$ cat config.mk
export PLATFORM = sky130hd
export DESIGN_NAME = hbridge_ramp_motion_controller
export DESIGN_NICKNAME = d
export VERILOG_FILES = /design/src/rtl/core/hbrc_pkg.sv /design/src/rtl/core/hbrc_ctrl.sv /design/src/rtl/core/hbrc_duty.sv /design/src/rtl/core/hbrc_datapath.sv /design/src/rtl/core/hbridge_ramp_motion_controller.sv
export SDC_FILE = /design/constraint.sdc
export NUM_CORES = 2
export LEC_CHECK = 0
export CELL_PAD_IN_SITES_DETAIL_PLACEMENT = 0
export CELL_PAD_IN_SITES_GLOBAL_PLACEMENT = 1
export CORE_ASPECT_RATIO = 2
export CORE_MARGIN = 2
export CORE_UTILIZATION = 25
export CTS_BUF_LIST = sky130_fd_sc_hd__clkbuf_2
export CTS_CLUSTER_DIAMETER = 50
export DETAILED_ROUTE_END_ITERATION = 10
export DONT_BUFFER_PORTS = 1
export GPL_TIMING_DRIVEN = 0
export HOLD_SLACK_MARGIN = 0.1
export PLACE_DENSITY_LB_ADDON = 0.1
export SLEW_MARGIN = 20
export SYNTH_ARGS = -nofsm -noshare
export SYNTH_HDL_FRONTEND = slang
export SYNTH_SLANG_ARGS = --single-unit
$ cat constraint.sdc
create_clock -name clk -period 17.1 [get_ports clk]
set_clock_uncertainty 0.15 [all_clocks]
set_input_delay 0.855 -clock clk [delete_from_list [all_inputs] [get_ports clk]]
set_output_delay 0.855 -clock clk [all_outputs]
set_load 0.01 [all_outputs]
$ cat src/rtl/core/hbrc_pkg.sv
// Shared types, constants and codes for the H-bridge ramp motion controller.
package hbrc_pkg;

  // Field widths
  localparam int SPD_W      = 10;
  localparam int DUTY_W     = 10;
  localparam int GAIN_W     = 16;
  localparam int MOT_W      = 4;
  localparam int CODE_W     = 8;
  localparam int CFG_IDX_W  = 4;
  localparam int CFG_DATA_W = 16;
  localparam int GAIN_FRAC  = 12;

  // Default duty resolution of the mapping curve
  localparam int DUTY_BITS_DEF = 10;

  // Register reset values
  localparam logic [DUTY_W-1:0] RST_MIN_DUTY  = 10'd50;
  localparam logic [DUTY_W-1:0] RST_MAX_DUTY  = 10'd1023;
  localparam logic [GAIN_W-1:0] RST_GAIN      = 16'd4096;
  localparam logic [SPD_W-1:0]  RST_TOP_SPEED = 10'd1000;
  localparam logic [SPD_W-1:0]  RST_RAMP_STEP = 10'd40;

  // Command bytes (ASCII)
  localparam logic [CODE_W-1:0] CMD_FWD   = 8'h46; // F
  localparam logic [CODE_W-1:0] CMD_BACK  = 8'h42; // B
  localparam logic [CODE_W-1:0] CMD_LEFT  = 8'h4C; // L
  localparam logic [CODE_W-1:0] CMD_RIGHT = 8'h52; // R
  localparam logic [CODE_W-1:0] CMD_FL    = 8'h47; // G
  localparam logic [CODE_W-1:0] CMD_FR    = 8'h49; // I
  localparam logic [CODE_W-1:0] CMD_BL    = 8'h48; // H
  localparam logic [CODE_W-1:0] CMD_BR    = 8'h4A; // J
  localparam logic [CODE_W-1:0] CMD_STOP  = 8'h53; // S
  localparam logic [CODE_W-1:0] CMD_CAL_A = 8'h61; // a
  localparam logic [CODE_W-1:0] CMD_CAL_B = 8'h62; // b
  localparam logic [CODE_W-1:0] CMD_CAL_C = 8'h63; // c
  localparam logic [CODE_W-1:0] CMD_CAL_D = 8'h64; // d

  typedef enum logic [MOT_W-1:0] {
    MOT_STOP  = 4'd0,
    MOT_FWD   = 4'd1,
    MOT_BACK  = 4'd2,
    MOT_LEFT  = 4'd3,
    MOT_RIGHT = 4'd4,
    MOT_FL    = 4'd5,
    MOT_FR    = 4'd6,
    MOT_BL    = 4'd7,
    MOT_BR    = 4'd8
  } hbrc_motion_t;

  typedef enum logic [CFG_IDX_W-1:0] {
    REG_LEFT_MIN   = 4'd0,
    REG_LEFT_MAX   = 4'd1,
    REG_LEFT_GAIN  = 4'd2,
    REG_RIGHT_MIN  = 4'd3,
    REG_RIGHT_MAX  = 4'd4,
    REG_RIGHT_GAIN = 4'd5,
    REG_TOP_SPEED  = 4'd6,
    REG_RAMP_STEP  = 4'd7
  } hbrc_reg_t;

  typedef enum logic [2:0] {
    ST_IDLE,
    ST_MUL,
    ST_DIV,
    ST_CORR,
    ST_GAIN,
    ST_OUT
  } hbrc_state_t;

  // Input word
  typedef struct packed {
    logic              cmd_valid;
    logic [CODE_W-1:0] cmd_code;
  } hbrc_in_t;

  // Result word
  typedef struct packed {
    logic              left_in1;
    logic              left_in2;
    logic [DUTY_W-1:0] left_duty;
    logic              right_in1;
    logic              right_in2;
    logic [DUTY_W-1:0] right_duty;
    logic [MOT_W-1:0]  active_motion;
    logic [SPD_W-1:0]  ramp_speed;
  } hbrc_out_t;

  // Controller to datapath commands
  typedef struct packed {
    logic accept;
    logic mul_en;
    logic div_en;
    logic corr_en;
    logic gain_en;
    logic out_load;
  } hbrc_cmd_t;

endpackage

$ cat src/rtl/core/hbrc_ctrl.sv
// Sequencing state machine for the motion controller.
module hbrc_ctrl (
  input  logic               clk,
  input  logic               rst_n,
  input  logic               in_valid,
  output logic               in_ready,
  input  logic               out_ready,
  output logic               out_valid,
  output hbrc_pkg::hbrc_cmd_t cmd
);
  import hbrc_pkg::*;

  hbrc_state_t state_r, state_nxt;
  logic        out_valid_r, out_valid_nxt;

  // Next state
  always_comb begin
    state_nxt = state_r;
    case (state_r)
      ST_IDLE: begin
        if (in_valid) state_nxt = ST_MUL;
      end
      ST_MUL:  state_nxt = ST_DIV;
      ST_DIV:  state_nxt = ST_CORR;
      ST_CORR: state_nxt = ST_GAIN;
      ST_GAIN: state_nxt = ST_OUT;
      ST_OUT: begin
        if (!out_valid_r || out_ready) state_nxt = ST_IDLE;
      end
      default: state_nxt = ST_IDLE;
    endcase
  end

  // Outputs
  always_comb begin
    cmd      = '0;
    in_ready = 1'b0;
    case (state_r)
      ST_IDLE: begin
        in_ready   = 1'b1;
        cmd.accept = in_valid;
      end
      ST_MUL:  cmd.mul_en  = 1'b1;
      ST_DIV:  cmd.div_en  = 1'b1;
      ST_CORR: cmd.corr_en = 1'b1;
      ST_GAIN: cmd.gain_en = 1'b1;
      ST_OUT:  cmd.out_load = !out_valid_r || out_ready;
      default: cmd = '0;
    endcase
  end

  // Output word valid flag
  always_comb begin
    out_valid_nxt = out_valid_r;
    if (cmd.out_load) out_valid_nxt = 1'b1;
    else if (out_ready) out_valid_nxt = 1'b0;
  end

  always_ff @(posedge clk) begin
    if (!rst_n) begin
      state_r     <= ST_IDLE;
      out_valid_r <= 1'b0;
    end else begin
      state_r     <= state_nxt;
      out_valid_r <= out_valid_nxt;
    end
  end

  assign out_valid = out_valid_r;

  // Checks
  a_accept_starts: assert property (@(posedge clk) disable iff (!rst_n)
    (in_valid && in_ready) |=> state_r == ST_MUL)
    else $error("accepted word did not start the sequence");

  a_gain_to_out: assert property (@(posedge clk) disable iff (!rst_n)
    state_r == ST_GAIN |=> state_r == ST_OUT)
    else $error("gain stage not followed by output stage");

  a_result_held: assert property (@(posedge clk) disable iff (!rst_n)
    (out_valid_r && !out_ready) |=> out_valid_r)
    else $error("pending result dropped");

  a_valid_from_out: assert property (@(posedge clk) disable iff (!rst_n)
    $rose(out_valid_r) |-> $past(state_r) == ST_OUT)
    else $error("result raised outside output stage");

endmodule

$ cat src/rtl/core/hbrc_duty.sv
// One side's duty curve: range multiply, reciprocal divide, correction, gain.
module hbrc_duty #(
  parameter int DUTY_BITS = hbrc_pkg::DUTY_BITS_DEF
) (
  input  logic                          clk,
  input  hbrc_pkg::hbrc_cmd_t           cmd,
  input  logic [hbrc_pkg::SPD_W-1:0]    speed,
  input  logic [hbrc_pkg::DUTY_W-1:0]   min_duty,
  input  logic [hbrc_pkg::DUTY_W-1:0]   max_duty,
  input  logic [hbrc_pkg::GAIN_W-1:0]   gain,
  output logic [hbrc_pkg::DUTY_W-1:0]   duty
);
  import hbrc_pkg::*;

  localparam int CMP_W   = (DUTY_BITS > SPD_W) ? DUTY_BITS : SPD_W;
  localparam int PROD_W  = SPD_W + DUTY_W;
  localparam int SHIFT   = PROD_W + DUTY_BITS;
  localparam int RECIP_W = PROD_W + 1;
  localparam int EST_W   = PROD_W + RECIP_W;
  localparam int QE_W    = EST_W - SHIFT;
  localparam int BACK_W  = QE_W + DUTY_BITS;
  localparam int Q_W     = SPD_W + 1;
  localparam int M_W     = SPD_W + 2;
  localparam int GP_W    = DUTY_W + GAIN_W;
  localparam int P_W     = GP_W - GAIN_FRAC;
  localparam logic [DUTY_BITS-1:0] FULL = '1;
  localparam logic [63:0] RECIP_L = (64'd1 << SHIFT) / ((64'd1 << DUTY_BITS) - 64'd1);
  localparam logic [RECIP_W-1:0] RECIP = RECIP_L[RECIP_W-1:0];

  logic [PROD_W-1:0] prod_r;
  logic              neg_r;
  logic [QE_W-1:0]   qe_r;
  logic [DUTY_W-1:0] m_r;
  logic              m_pos_r;
  logic [GP_W-1:0]   gp_r;

  logic [SPD_W-1:0]  s;
  logic [DUTY_W-1:0] dabs;
  logic              neg;
  logic [EST_W-1:0]  est;
  logic [BACK_W-1:0] back, rem;
  logic              inc;
  logic [Q_W-1:0]    q;
  logic [M_W-1:0]    m;
  logic [P_W-1:0]    p;

  // Stage 1: clamp speed, s * |max - min|
  always_comb begin
    s    = (CMP_W'(speed) > CMP_W'(FULL)) ? SPD_W'(FULL) : speed;
    neg  = max_duty < min_duty;
    dabs = neg ? (min_duty - max_duty) : (max_duty - min_duty);
  end

  always_ff @(posedge clk) begin
    if (cmd.mul_en) begin
      prod_r <= s * dabs;
      neg_r  <= neg;
    end
  end

  // Stage 2: quotient estimate by reciprocal, at most one low
  assign est = EST_W'(prod_r) * EST_W'(RECIP);

  always_ff @(posedge clk) begin
    if (cmd.div_en) qe_r <= est[EST_W-1 -: QE_W];
  end

  // Stage 3: remainder correction, then signed offset by min duty
  always_comb begin
    back = (BACK_W'(qe_r) << DUTY_BITS) - BACK_W'(qe_r);
    rem  = BACK_W'(prod_r) - back;
    inc  = rem >= BACK_W'(FULL);
    q    = Q_W'(qe_r) + Q_W'(inc);
    m    = neg_r ? (M_W'(min_duty) - M_W'(q)) : (M_W'(min_duty) + M_W'(q));
  end

  always_ff @(posedge clk) begin
    if (cmd.corr_en) begin
      m_r     <= m[DUTY_W-1:0];
      m_pos_r <= !m[M_W-1] && (m != '0);
    end
  end

  // Stage 4: Q4.12 gain
  always_ff @(posedge clk) begin
    if (cmd.gain_en) gp_r <= m_r * gain;
  end

  // Clamp to ceiling; zero when the offset duty is not positive
  always_comb begin
    p = gp_r[GP_W-1:GAIN_FRAC];
    if (!m_pos_r) duty = '0;
    else if (p > P_W'(max_duty)) duty = max_duty;
    else duty = p[DUTY_W-1:0];
  end

endmodule

$ cat src/rtl/core/hbrc_datapath.sv
// Registers, motion state, speed ramp, duty lanes and result register.
module hbrc_datapath #(
  parameter int DUTY_BITS = hbrc_pkg::DUTY_BITS_DEF
) (
  input  logic                            clk,
  input  logic                            rst_n,
  input  hbrc_pkg::hbrc_cmd_t             cmd,
  input  hbrc_pkg::hbrc_in_t              in_data,
  output hbrc_pkg::hbrc_out_t             out_data,
  input  logic                            cfg_valid,
  output logic                            cfg_ready,
  input  logic [hbrc_pkg::CFG_IDX_W-1:0]  cfg_index,
  input  logic [hbrc_pkg::CFG_DATA_W-1:0] cfg_data
);
  import hbrc_pkg::*;

  logic [DUTY_W-1:0] lmin_r, lmax_r, rmin_r, rmax_r;
  logic [GAIN_W-1:0] lgain_r, rgain_r;
  logic [SPD_W-1:0]  top_r, step_r;

  hbrc_motion_t      cur_r, cur_nxt, want_r, want_nxt;
  logic [SPD_W-1:0]  speed_r, speed_nxt;
  hbrc_out_t         out_r;

  logic [SPD_W-1:0]  target;
  logic [SPD_W:0]    sum;
  logic [SPD_W-1:0]  gap;
  logic [DUTY_W-1:0] lduty, rduty;
  logic              drive;
  logic [1:0]        lbr, rbr;

  // Configuration registers, always ready
  assign cfg_ready = 1'b1;

  always_ff @(posedge clk) begin
    if (!rst_n) begin
      lmin_r  <= RST_MIN_DUTY;
      lmax_r  <= RST_MAX_DUTY;
      lgain_r <= RST_GAIN;
      rmin_r  <= RST_MIN_DUTY;
      rmax_r  <= RST_MAX_DUTY;
      rgain_r <= RST_GAIN;
      top_r   <= RST_TOP_SPEED;
      step_r  <= RST_RAMP_STEP;
    end else if (cfg_valid) begin
      case (cfg_index)
        REG_LEFT_MIN:   lmin_r  <= cfg_data[DUTY_W-1:0];
        REG_LEFT_MAX:   lmax_r  <= cfg_data[DUTY_W-1:0];
        REG_LEFT_GAIN:  lgain_r <= cfg_data[GAIN_W-1:0];
        REG_RIGHT_MIN:  rmin_r  <= cfg_data[DUTY_W-1:0];
        REG_RIGHT_MAX:  rmax_r  <= cfg_data[DUTY_W-1:0];
        REG_RIGHT_GAIN: rgain_r <= cfg_data[GAIN_W-1:0];
        REG_TOP_SPEED:  top_r   <= cfg_data[SPD_W-1:0];
        REG_RAMP_STEP:  step_r  <= cfg_data[SPD_W-1:0];
        default: ;
      endcase
    end
  end

  // Command decode
  always_comb begin
    want_nxt = want_r;
    if (in_data.cmd_valid) begin
      case (in_data.cmd_code)
        CMD_FWD:   want_nxt = MOT_FWD;
        CMD_BACK:  want_nxt = MOT_BACK;
        CMD_LEFT:  want_nxt = MOT_LEFT;
        CMD_RIGHT: want_nxt = MOT_RIGHT;
        CMD_FL:    want_nxt = MOT_FL;
        CMD_FR:    want_nxt = MOT_FR;
        CMD_BL:    want_nxt = MOT_BL;
        CMD_BR:    want_nxt = MOT_BR;
        CMD_CAL_A, CMD_CAL_B, CMD_CAL_C, CMD_CAL_D: want_nxt = want_r;
        default:   want_nxt = MOT_STOP;
      endcase
    end
  end

  // Motion switch happens only at standstill; then slew toward target
  always_comb begin
    cur_nxt = cur_r;
    target  = '0;
    if (cur_r != want_nxt) begin
      if (speed_r == '0) begin
        cur_nxt = want_nxt;
        target  = (want_nxt == MOT_STOP) ? '0 : top_r;
      end
    end else begin
      target = (cur_r == MOT_STOP) ? '0 : top_r;
    end
    sum       = {1'b0, speed_r} + {1'b0, step_r};
    gap       = speed_r - target;
    speed_nxt = speed_r;
    if (speed_r < target) begin
      speed_nxt = (sum > {1'b0, target}) ? target : sum[SPD_W-1:0];
    end else if (speed_r > target) begin
      speed_nxt = (gap < step_r) ? target : (speed_r - step_r);
    end
  end

  always_ff @(posedge clk) begin
    if (!rst_n) begin
      cur_r   <= MOT_STOP;
      want_r  <= MOT_STOP;
      speed_r <= '0;
    end else if (cmd.accept) begin
      cur_r   <= cur_nxt;
      want_r  <= want_nxt;
      speed_r <= speed_nxt;
    end
  end

  // Duty lanes
  hbrc_duty #(.DUTY_BITS(DUTY_BITS)) u_left (
    .clk      (clk),
    .cmd      (cmd),
    .speed    (speed_r),
    .min_duty (lmin_r),
    .max_duty (lmax_r),
    .gain     (lgain_r),
    .duty     (lduty)
  );

  hbrc_duty #(.DUTY_BITS(DUTY_BITS)) u_right (
    .clk      (clk),
    .cmd      (cmd),
    .speed    (speed_r),
    .min_duty (rmin_r),
    .max_duty (rmax_r),
    .gain     (rgain_r),
    .duty     (rduty)
  );

  // Bridge levels; stop and diagonals brake
  always_comb begin
    drive = 1'b1;
    lbr   = 2'b11;
    rbr   = 2'b11;
    case (cur_r)
      MOT_FWD:   begin lbr = 2'b10; rbr = 2'b10; end
      MOT_BACK:  begin lbr = 2'b01; rbr = 2'b01; end
      MOT_LEFT:  begin lbr = 2'b01; rbr = 2'b10; end
      MOT_RIGHT: begin lbr = 2'b10; rbr = 2'b01; end
      default:   drive = 1'b0;
    endcase
  end

  // Result register
  always_ff @(posedge clk) begin
    if (cmd.out_load) begin
      out_r.left_in1      <= lbr[1];
      out_r.left_in2      <= lbr[0];
      out_r.left_duty     <= (drive && speed_r != '0) ? lduty : '0;
      out_r.right_in1     <= rbr[1];
      out_r.right_in2     <= rbr[0];
      out_r.right_duty    <= (drive && speed_r != '0) ? rduty : '0;
      out_r.active_motion <= cur_r;
      out_r.ramp_speed    <= speed_r;
    end
  end

  assign out_data = out_r;

endmodule

$ cat src/rtl/core/hbridge_ramp_motion_controller.sv
// Top level of the H-bridge soft-start ramp motion controller.
// One input word is one control period; it yields exactly one result word.
// A word is accepted only while the sequencer is idle. The accepting edge
// updates motion and ramped speed; the datapath stages then run in order (range
// multiply, reciprocal divide, remainder correction with min offset, Q4.12 gain
// multiply), and the output stage clamps and loads the result register, which
// makes the result word valid. The next word can be accepted on the edge after
// that load, so no new word is taken while one is still in work. Both bridge
// sides run in parallel lanes. A finished result waits in its own register, so
// the next word can be accepted before the previous result is taken, but a
// result load waits while that register is still full.
// Configuration writes are always ready and take effect at once; write only
// between words.
module hbridge_ramp_motion_controller #(
  parameter int DUTY_BITS = hbrc_pkg::DUTY_BITS_DEF
) (
  input  logic                            clk,
  input  logic                            rst_n,
  input  logic                            in_valid,
  output logic                            in_ready,
  input  hbrc_pkg::hbrc_in_t              in_data,
  output logic                            out_valid,
  input  logic                            out_ready,
  output hbrc_pkg::hbrc_out_t             out_data,
  input  logic                            cfg_valid,
  output logic                            cfg_ready,
  input  logic [hbrc_pkg::CFG_IDX_W-1:0]  cfg_index,
  input  logic [hbrc_pkg::CFG_DATA_W-1:0] cfg_data
);
  import hbrc_pkg::*;

  hbrc_cmd_t cmd;

  hbrc_ctrl u_ctrl (
    .clk       (clk),
    .rst_n     (rst_n),
    .in_valid  (in_valid),
    .in_ready  (in_ready),
    .out_ready (out_ready),
    .out_valid (out_valid),
    .cmd       (cmd)
  );

  hbrc_datapath #(.DUTY_BITS(DUTY_BITS)) u_dp (
    .clk       (clk),
    .rst_n     (rst_n),
    .cmd       (cmd),
    .in_data   (in_data),
    .out_data  (out_data),
    .cfg_valid (cfg_valid),
    .cfg_ready (cfg_ready),
    .cfg_index (cfg_index),
    .cfg_data  (cfg_data)
  );

endmodule

Word level (Yosys, flattened, before mapping)
Cells that the tools add are included.
Word-level totals
  logic and storage cells: 166
  output and inout bits: 41
  latch bits: 0
  bits in read-only memories: 0
  memories: 0
  bits in writable memories: 0
  bits in registers: 290
  bits of input ports: 34
Cells by class
  $mul: 6
  shifts and indexed selects: 0
  reduce and logical (&&, ||, !) cells: 36
  order comparisons: 11
  add/sub/neg operators: 17
  divide/modulo/power cells: 0
  muxes and demuxes: 32
  bitwise logic cells: 0
  equal/unequal tests: 31
Operators by type and width (number)
  two-way mux 10 bit: 13
  == test 8 x 7 -> 1 bit, second input constant: 12
  multiplier 20 x 21 -> 41 bit, second input constant: 2
  subtractor 10 bit: 6
  multiplier 10 x 16 -> 26 bit: 2
  greater-or-equal comparator 21 x 10 -> 1 bit, second input constant: 2
  subtractor 20 x 21 -> 21 bit: 2
  subtractor 21 x 11 -> 21 bit: 2
  less-than comparator 10 bit: 4
  multiplier 10 x 10 -> 20 bit: 2
  one-hot mux 4 bit (9 select lines): 1
  > comparator 14 x 10 -> 1 bit: 2
  adder 10 x 11 -> 12 bit: 2
  two-way mux 12 bit: 2
  AND reduction 2 bit: 12
  nonzero test 12 bit: 2
  subtractor 10 x 11 -> 12 bit: 2
  adder 11 x 1 -> 11 bit: 2
  == test 4 x 3 -> 1 bit, second input constant: 5
  one-hot mux 3 bit (6 select lines): 1
  == test 4 x 2 -> 1 bit, second input constant: 4
  zero test 4 bit: 3
  adder 10 x 10 -> 11 bit: 1
  > comparator 11 x 10 -> 1 bit: 1
  23 further kinds: 46

Depth between registers and ports, before layout
  word-level depth: 13
  gate-level depth with buffers: 34
  gate-level depth less buffers: 33

By module
A second synthesis with hierarchy kept.
Second synthesis, totals
  cell total of the unflattened synthesis: 4134
  area total of the unflattened synthesis: 36834.1 um^2
By module, submodules not included
  hbrc_duty (u_dp.u_left): cells an instance 1628, area an instance 14550.2 um^2, instances 1, sequential area each 1711.6 um^2
  hbrc_duty (u_dp.u_right): cells an instance 1574, area an instance 14184.9 um^2, instances 1, sequential area each 1711.6 um^2
  hbrc_datapath: cells an instance 904, area an instance 7841.3 um^2, instances 1, sequential area each 3343.2 um^2
  hbrc_ctrl: cells an instance 28, area an instance 257.7 um^2, instances 1, sequential area each 80.1 um^2

Worst setup path after synthesis
Ideal clock, no wire load.
  kind: reg-to-reg
  start: reg u_dp.rmax_r[0]
  end: reg u_dp.u_right.prod_r[19], data pin
  period minus slack after synthesis: 7488 ps
  required time: 16682 ps
  arrival time: 7070 ps
  stages on the path, launching flop included: 30
  path slack: 9612 ps
  path buffers: 1
  library setup time: 268 ps
  path through: dfxtp_1 > inv_1 > ha_1 > inv_1 > fa_1 > a21o_1 > a21o_1 > a21oi_1 > o21ai_1 > and2_1 > buf_2 > inv_2 > mux2i_1 > xnor2_1 > nand2_1 > fa_1 > fa_1 > fa_1 > fa_1 > inv_1 > fa_1 > ha_1 > or4_1 > o21ai_1 > o211ai_1 > a31oi_1 > nor2b_1 > o21a_1 > o41ai_1 > xnor2_1
On the way
  word-level cells in the longest chain between the ends: 3
Ends and longest elaborated chain
  from (decl): RTL line hbrc_datapath.sv:17  | logic [DUTY_W-1:0] lmin_r, lmax_r, rmin_r, rmax_r;
  from (signal assigned): RTL line hbrc_datapath.sv:51  | REG_RIGHT_MAX: rmax_r <= cfg_data[DUTY_W-1:0];
  less-than comparator 10 bit: RTL line hbrc_duty.sv:50  | neg = max_duty < min_duty;
  net u_dp.u_right.neg: RTL line hbrc_duty.sv:39  | logic neg;
  two-way mux 10 bit: RTL line hbrc_duty.sv:51  | dabs = neg ? (min_duty - max_duty) : (max_duty - min_duty);
  multiplier 10 x 10 -> 20 bit: RTL line hbrc_duty.sv:56  | prod_r <= s * dabs;
  to (signal assigned): RTL line hbrc_duty.sv:56
  to (decl): RTL line hbrc_duty.sv:30  | logic [PROD_W-1:0] prod_r;
The timed path passes the listed nets, and every way through them passes these cells.
A chain may end at the register's enable or synchronous reset.

Final worst setup path
  start: reg u_dp.rmin_r[1]
  end: reg u_dp.u_right.prod_r[19], data pin
On the way
  word-level cells in the longest chain between the ends: 3
Ends and longest elaborated chain
  from (decl): RTL line hbrc_datapath.sv:17
  from (signal assigned): RTL line hbrc_datapath.sv:50  | REG_RIGHT_MIN: rmin_r <= cfg_data[DUTY_W-1:0];
  less-than comparator 10 bit: RTL line hbrc_duty.sv:50
  net u_dp.u_right.neg: RTL line hbrc_duty.sv:39
  two-way mux 10 bit: RTL line hbrc_duty.sv:51
  multiplier 10 x 10 -> 20 bit: RTL line hbrc_duty.sv:56
The timed path passes the listed nets, and every way through them passes these cells.

==> qor.txt <==
status -> completed
WHS Path Cells -> 0
minimum clock period -> 8.95 ns
CTS Root Cell -> clkbuf_2
CTS Sinks -> 266
register area share after synthesis -> 19.3%
I/O pins -> 75
Die ar. -> 145000 sq um
main flop type after synthesis -> edfxtp_1
Crit. End Element -> flip-flop
Max-slew headroom -> 23.5%
worst hold path class -> reg2reg
final worst-path cycle share -> 52.3%
Crit path required time -> 17.87 ns
DR iter-0 viols -> 952
final setup TNS -> 0 ns
WS Path Type -> reg2reg
Vias/cell -> 4.61
Post-synth ARST share -> 0%
fmax -> 112 MHz
CTS H-tree lvls -> 3
CP arrival -> 9.72 ns
DR WL met3 -> 2610 microns
Worst-path clk slew -> 0.11 ns
count of cell types in the netlist -> 90
clock latency on the worst-skew pair -> 1.20 ns
Top Metal Used -> met4
net switching fraction of the power -> 50.7%
Initial Util -> 25.1%
synth top area cells -> fa_1 20%, ha_1 19%, edfxtp_1 13%
GP Congestion -> 0.800
CTS Buf Count -> 76
drt drc -> 0
number of cell rows -> 195
CP Launch Type -> flip-flop
largest net degree at the start of global routing -> 29
Fin. Hold Viols -> 0
Place WS -> 8.08 ns
Tot GR Track Use -> 18.0%
Layout Nets -> 4990
Yosys warnings -> 0
Pleak -> 0.0182 uW
Worst Path Max Fanout -> 10
Vias -> 27670
syn_nets -> 4842
Switch Pwr -> 2630 uW
Detailed Routing Iterations Pass 1 -> 5
VDD IR max -> 81.2 uV
die width -> 270 microns
dpl hpwl -> 108000 microns
core area -> 141000 sq um
top-area cell type share of the netlist area -> 20.0%
Post-Synthesis Cells -> 3921
Comb power frac -> 71.3%
WL met2 -> 77800 microns
I/O Buffers -> 0
Yosys reg bits -> 266
EDFF count, synth -> 152
Final setup viols -> 0
Area growth, synth to finish -> 11.1%
clock power share -> 9.8%
CTS tree -> yes
syn avg cell area -> 9.04 sq um
final cell count without fillers -> 6006
post-route antenna net violation count -> 0
placed cell count -> 5807
Routed WL per cell -> 21.4 microns
proportion of layout cells with a drive suffix above 1 -> 4.92%
biggest area consumer among synthesized cells -> fa_1
synthesized area -> 35500 sq um
Worst-Margin Slew -> 1.13 ns
power per cell area -> 132 nW/um^2
CTS max path bufs -> 3
Routed met1 length -> 42800 microns
GRT overflow -> 0
max cap viols -> 0
RSZ-0062 raised after global routing -> false
vias in the first global route -> 31363
Pint -> 2560 uW
die height -> 537 microns
initial antenna violation count -> 3
Flop pwr share -> 18.9%
final worst setup slack -> 8.15 ns
Register-to-Register Path Depth -> 27
first-pass GRT wire length -> 193000 microns
Pins Over Slew Limit -> 0
Routed WL -> 129000 microns
registers in the layout, summed over array words and instances (netlist names), 11 cells and up:
register / cells
u_dp.out_data: 38
u_dp.u_left.prod_r: 20
u_dp.u_right.prod_r: 20
u_dp.lgain_r: 16
u_dp.rgain_r: 16
u_dp.u_left.gp_r: 14
u_dp.u_right.gp_r: 14
u_dp.u_left.qe_r: 11
u_dp.u_right.qe_r: 11
kinds of logic (layout without fill, tap and decap cells):
kind of cell             count (synthesis)  in the layout  synth area share, %
XOR/XNOR                               191            191                 4.72
other                                    1              8               0.0106
multiplexers                            66             66                 1.88
flip-flops                             266            266                 19.3
AO/OA/AOI/OAI                          571            571                 10.8
AND/OR/NAND/NOR                       1256           1256                 17.2
adder cells (fa/ha/maj)                887            887                 38.8
buffers and inverters                  683            890                 7.32
Yosys cell counts (8+ instances only):
cell type and instances:
o21ai_0 103, o211ai_1 43, o2111ai_1 8, o41ai_1 10, nor4_1 14, nand3_1 50, a21boi_0 55, nor3b_1 9
edfxtp_1 152, nor3_1 53, a21o_1 46, nand2_1 564, xor2_1 58, dfxtp_1 114, nand2b_1 39, inv_1 541
clkbuf_1 124, ha_1 532, and2_1 209, a211oi_1 11, nor2b_1 71, o21a_1 32, nand4_1 27, fa_1 355
xnor2_1 133, a21oi_1 135, a31oi_1 21, or3_1 15, and3_1 16, nor2_1 143, o31ai_1 8, o21bai_1 15
mux2i_1 60
timing repair:
item	in CTS	in global routing
hold endpoints to repair	119	0
hold buffers	55	0
buffers inserted	0	0
resized for setup	0	0
stage by stage:
stage | instance area (sq um) | hold slack, ns | power [uW] | utilization, %
final | 39400 | 0.292 | 5200 | 27.9
after global routing | 39400 | 0.297 | 5810 | 27.9
after CTS | 39400 | 0.129 | 5360 | 27.9
after detailed placement | 38100 | 0.275 | 4780 | 27.0
after global placement | 37800 | 0.270 | 4770 | 26.8
after floorplan | 35500 | 0.256 | 3610 | -
metal layers:
layer | vias up | GRT usage (%)
met5 | - | 0
met4 | 0 | 7.63
met3 | 196 | 1.76
met2 | 387 | 38.9
met1 | 13722 | 16.5
li1 | 13365 | -
worst paths after layout:
check,startpoint,to,slack [ns]
max,u_dp.rmin_r[1],u_dp.u_right.prod_r[19],8.15
min,u_dp.cur_r[2],u_dp.out_data[12],0.29
max reg2reg,u_dp.rmin_r[1],u_dp.u_right.prod_r[19],8.15
min reg2reg,u_dp.cur_r[2],u_dp.out_data[12],0.29
power groups by stage:
stage | Combinational (uW) | Sequential, uW | Clock (uW)
after floorplan | 2680 | 921 | 0
after global placement | 3760 | 1010 | 0
after detailed placement | 3770 | 1010 | 0
after CTS | 3810 | 992 | 554
after global routing | 4250 | 995 | 571
final | 3700 | 982 | 511
area by class of cell:
cell class	count	area, sq um
fill	15428	102000
multi-input combinational	2972	26200
sequential	266	6850
tap	1871	2340
inverter	542	2030
timing repair buffer	70	738
buffer	141	564
clock buffer	104	520
clock inverter	33	160
antenna	7	17.5
worst max-delay path, stage by stage, from the launching register on:
cell      delay [ns]
dfxtp_1         0.57
inv_1           0.17
fa_1            0.45
a21o_1          0.21
a21o_1          0.20
a21oi_1         0.31
o21ai_1         0.22
and2_1          0.20
buf_2           0.19
inv_2           0.20
mux2i_1         0.19
xnor2_2         0.67
nand2_1         0.16
fa_1            0.54
fa_1            0.46
fa_1            0.50
fa_1            0.49
inv_1           0.05
fa_1            0.44
ha_1            0.24
or4_1           0.55
o21ai_1         0.37
o211ai_1        0.18
a31oi_1         0.31
nor2b_1         0.09
o21a_1          0.20
o41ai_1         0.30
xnor2_1         0.13
layout by cell type (no fill, tap or decap), types with 60 or more instances in the layout:
cell type and n:
a21oi_1 135, and2_1 209, clkbuf_1 120, clkbuf_2 109, dfxtp_1 114, edfxtp_1 152
fa_1 355, ha_1 532, inv_1 541, mux2i_1 60, nand2_1 564, nor2_1 141
nor2b_1 71, o21ai_0 103, xnor2_1 121
(Power assumes the default switching activity.)
